File: config.mk
export PLATFORM = sky130hd
export DESIGN_NAME = pedd_ram
export DESIGN_NICKNAME = d
export VERILOG_FILES = /design/src/hdl/pedd_ram.sv
export SDC_FILE = /design/constraint.sdc
export NUM_CORES = 1
export LEC_CHECK = 0
export BUFFER_PORTS_ARGS = -buffer_cell sky130_fd_sc_hd__buf_2
export CORE_MARGIN = 1.5
export CORE_UTILIZATION = 45
export CTS_CLUSTER_SIZE = 40
export DETAILED_ROUTE_END_ITERATION = 8
export SKIP_CTS_REPAIR_TIMING = 1
export SLEW_MARGIN = 30
export SYNTH_ARGS = -nofsm -noshare
export SYNTH_HDL_FRONTEND = slang
export SYNTH_SLANG_ARGS = --single-unit
File: constraint.sdc
create_clock -name clk_i -period 2.9 [get_ports clk_i]
set_input_delay 0.58 -clock clk_i [delete_from_list [all_inputs] [get_ports clk_i]]
set_output_delay 0.58 -clock clk_i [all_outputs]
set_load 0.01 [all_outputs]
File: src/hdl/pedd_ram.sv
// generic simple dual-port ram with registered read
module pedd_ram #(
  parameter int unsigned WIDTH = 8,
  parameter int unsigned DEPTH = 32,
  localparam int unsigned AW = (DEPTH > 1) ? $clog2(DEPTH) : 1
) (
  input  logic             clk_i,
  input  logic             we_i,
  input  logic [AW-1:0]    waddr_i,
  input  logic [WIDTH-1:0] wdata_i,
  input  logic [AW-1:0]    raddr_i,
  output logic [WIDTH-1:0] rdata_o
);

  logic [WIDTH-1:0] mem_q [DEPTH];

  // write port
  always_ff @(posedge clk_i) begin
    if (we_i) begin
      mem_q[waddr_i] <= wdata_i;
    end
  end

  // registered read port
  always_ff @(posedge clk_i) begin
    rdata_o <= mem_q[raddr_i];
  end

endmodule

==> results_dict.tcl <==
set metrics [dict create \
    htreeDepth 1 \
    r2r_end "rdata_o[5]" \
    netlist_area_um2 10100 \
    maxSlewViolCount 0 \
    routedWlPerCell_um 26.0 \
    dieHeight_um 152 \
    areaGrowthSynthToFinish_pct 15.2 \
    ys_seq_area_frac 0.781 \
    yosysMostFrequentCell "edfxtp_1" \
    pre_cts_ws_ps 334 \
    overflow 0 \
    synth_flop_cell "edfxtp_1" \
    p_leak_nw 3.68 \
    hold_path.class "primary input to register" \
    yosysTopAreaCellShare 0.765 \
    die_x_um 152 \
    firstDrtPassIters 4 \
    worstReg2RegStart "mem_q[29][5]" \
    ys_top_cells_by_area "edfxtp_1 (76%), mux4_2 (18%), dfxtp_1 (1.6%)" \
    synth_top_cells_by_count "edfxtp_1 (256), mux4_2 (80), nor2_1 (33)" \
    clkPwrFrac 0.420 \
    syn_avg_cell_area_um2 24.1 \
    hold_violations 0 \
    grt_pass1_vias 4737 \
    clkTransAtPathRegs_ps 60 \
    worst-setup-path-type "primary input to register" \
    grt_pass1_wl_mm 31.1 \
    setup_ws_ps 893 \
    fmax_mhz 498 \
    detail_route.vias_per_cell 5.73 \
    p_total_mw 8.04 \
    ir_drop_mv 0.350 \
    initial_utilization 0.459 \
    synth_edf_count 256 \
    cts_sinks 264 \
    p_comb_frac 0.051 \
    io_pins 28 \
    seqPwrFrac 0.530 \
    grt_max_degree 65 \
    postSynthCellCount 417 \
    vias 4502 \
    antenna_cells 0 \
    setup_tns_ps 0 \
    critPathArrivalTime_ps 2410 \
    wl_mm 20.5 \
    multiInputGateArea_um2 2100 \
    fill_cells 1678 \
    r2r_setup_slack_ps 1070 \
    setup_viol 0 \
    drc 0 \
    dieArea_um2 23200 \
    port_buffers 27 \
    synth_top_area_cell "edfxtp_1" \
    clk_latency_ps 520 \
    placementRows 54 \
    track_usage 0.181 \
    drv_cap 0 \
    yosys_warnings 0 \
    tightest_slew_ps 794 \
    hp-start "raddr_i[3]" \
    clock_path_buffers 3 \
    async_flop_share 0 \
    crit_required_ps 3300 \
    finalNetCount 506 \
    min_period_over_period 0.692 \
    cts_tree "built" \
    dp_hpwl_mm 12.7 \
    ant_nets 0 \
    fin_hold_ws_ps 523 \
    period_minus_slack_ps 2010 \
    final.setup_skew_ps 15.8 \
    power_density_nw_per_um2 694 \
    drt_iter0_markers 395 \
    internal_power_mw 6.42 \
    gp_congestion 0.744 \
    whs_path_depth 2 \
    syn-num-nets 437 \
    root_buffer "clkbuf_16" \
    drive_above_1_share 0.375 \
    outcome "finished, final reports clean" \
    ff2ff_path_depth 3 \
    fin_util 0.529 \
    yosysUniqueCellTypes 15 \
    area.sequential_um2 7850 \
    core_area_um2 21900 \
    startpoint_type "primary input" \
    numCtsBuffers 27 \
    rsz0062_at_grt "no" \
    cp-end-kind "register" \
    relSlewSlack 0.469 \
    switching_share 0.202 \
    crit_fanout 16 \
    hold_path_end "rdata_o[3]" \
    p_sw_mw 1.62 \
    antenna_found_initial 1 \
    ys_ff_latch 264 \
]
## kinds of logic (layout without fill, tap and decap cells)
group | Yosys count | count (layout) | share of synthesized area
buf+inv | 20 | 109 | 0.0106
flops | 264 | 264 | 0.781
mux | 88 | 88 | 0.188
simple gates | 45 | 45 | 0.0207
## critical path, cell delays in order
cell and delay [ps]:
buf_4 120, buf_4 330, mux4_2 560, mux4_2 520, mux2_2 280
## area by class of cell
type | instances | share of cell area
timing repair buffer | 60 | 0.0365
multi-input combinational | 133 | 0.181
clock inverter | 16 | 0.0136
clock buffer | 33 | 0.0611
tap | 280 | 0.0302
sequential | 264 | 0.677
## how the worst max path moves through the flow
stage | depth (start not counted) | endpoint | from | slack, ps
global placement | 5 | rdata_o[2] | raddr_i[0] | 330
global route | 5 | rdata_o[2] | raddr_i[0] | 840
floorplan | 5 | rdata_o[0] | raddr_i[2] | 520
finish | 5 | rdata_o[2] | raddr_i[0] | 890
detailed placement | 5 | rdata_o[2] | raddr_i[0] | 330
CTS | 5 | rdata_o[2] | raddr_i[0] | 870
## power by group through the flow
stage	Sequential (mW)	Clock, mW	Combinational (mW)
2_1_floorplan	4.34	0	0.226
3_3_place_gp	4.34	0	0.413
3_5_place_dp	4.34	0	0.420
4_1_cts	4.26	3.43	0.421
5_1_grt	4.26	3.57	0.440
6_report	4.26	3.37	0.409
## routing by layer
layer | vias to the layer above | track usage | routed length [µm]
li1 | 1918 | - | -
met4 | 0 | 0.0490 | 447
met1 | 2413 | 0.270 | 8910
met3 | 29 | 0.0230 | 1280
met5 | - | 0 | 0
met2 | 142 | 0.287 | 9820
## flip-flops by register name, indices dropped and copies added, names as in the netlist
register  flops
rdata_o       8
mem_q       256
## stage by stage
stage,cells,cell area (µm²)
6_report,786,11600
5_1_grt,786,11600
4_1_cts,786,11600
3_5_place_dp,737,10700
3_3_place_gp,737,10700
2_1_floorplan,417,10100
## layout by cell type (no fill, tap or decap)
master        n
buf_12        3
buf_2        26
buf_4        31
bufinv_16     3
clkbuf_1      5
clkbuf_16    27
clkbuf_8      1
clkinv_1      5
clkinv_2      5
clkinv_4      1
clkinvlp_4    2
dfxtp_1       8
edfxtp_1    256
mux2_2        8
mux4_2       80
nand2_1       1
nand3_1       2
nand3b_1      5
nor2_1       33
or3_1         1
or3b_2        3
No activity file was read; power rests on OpenSTA's default activity.
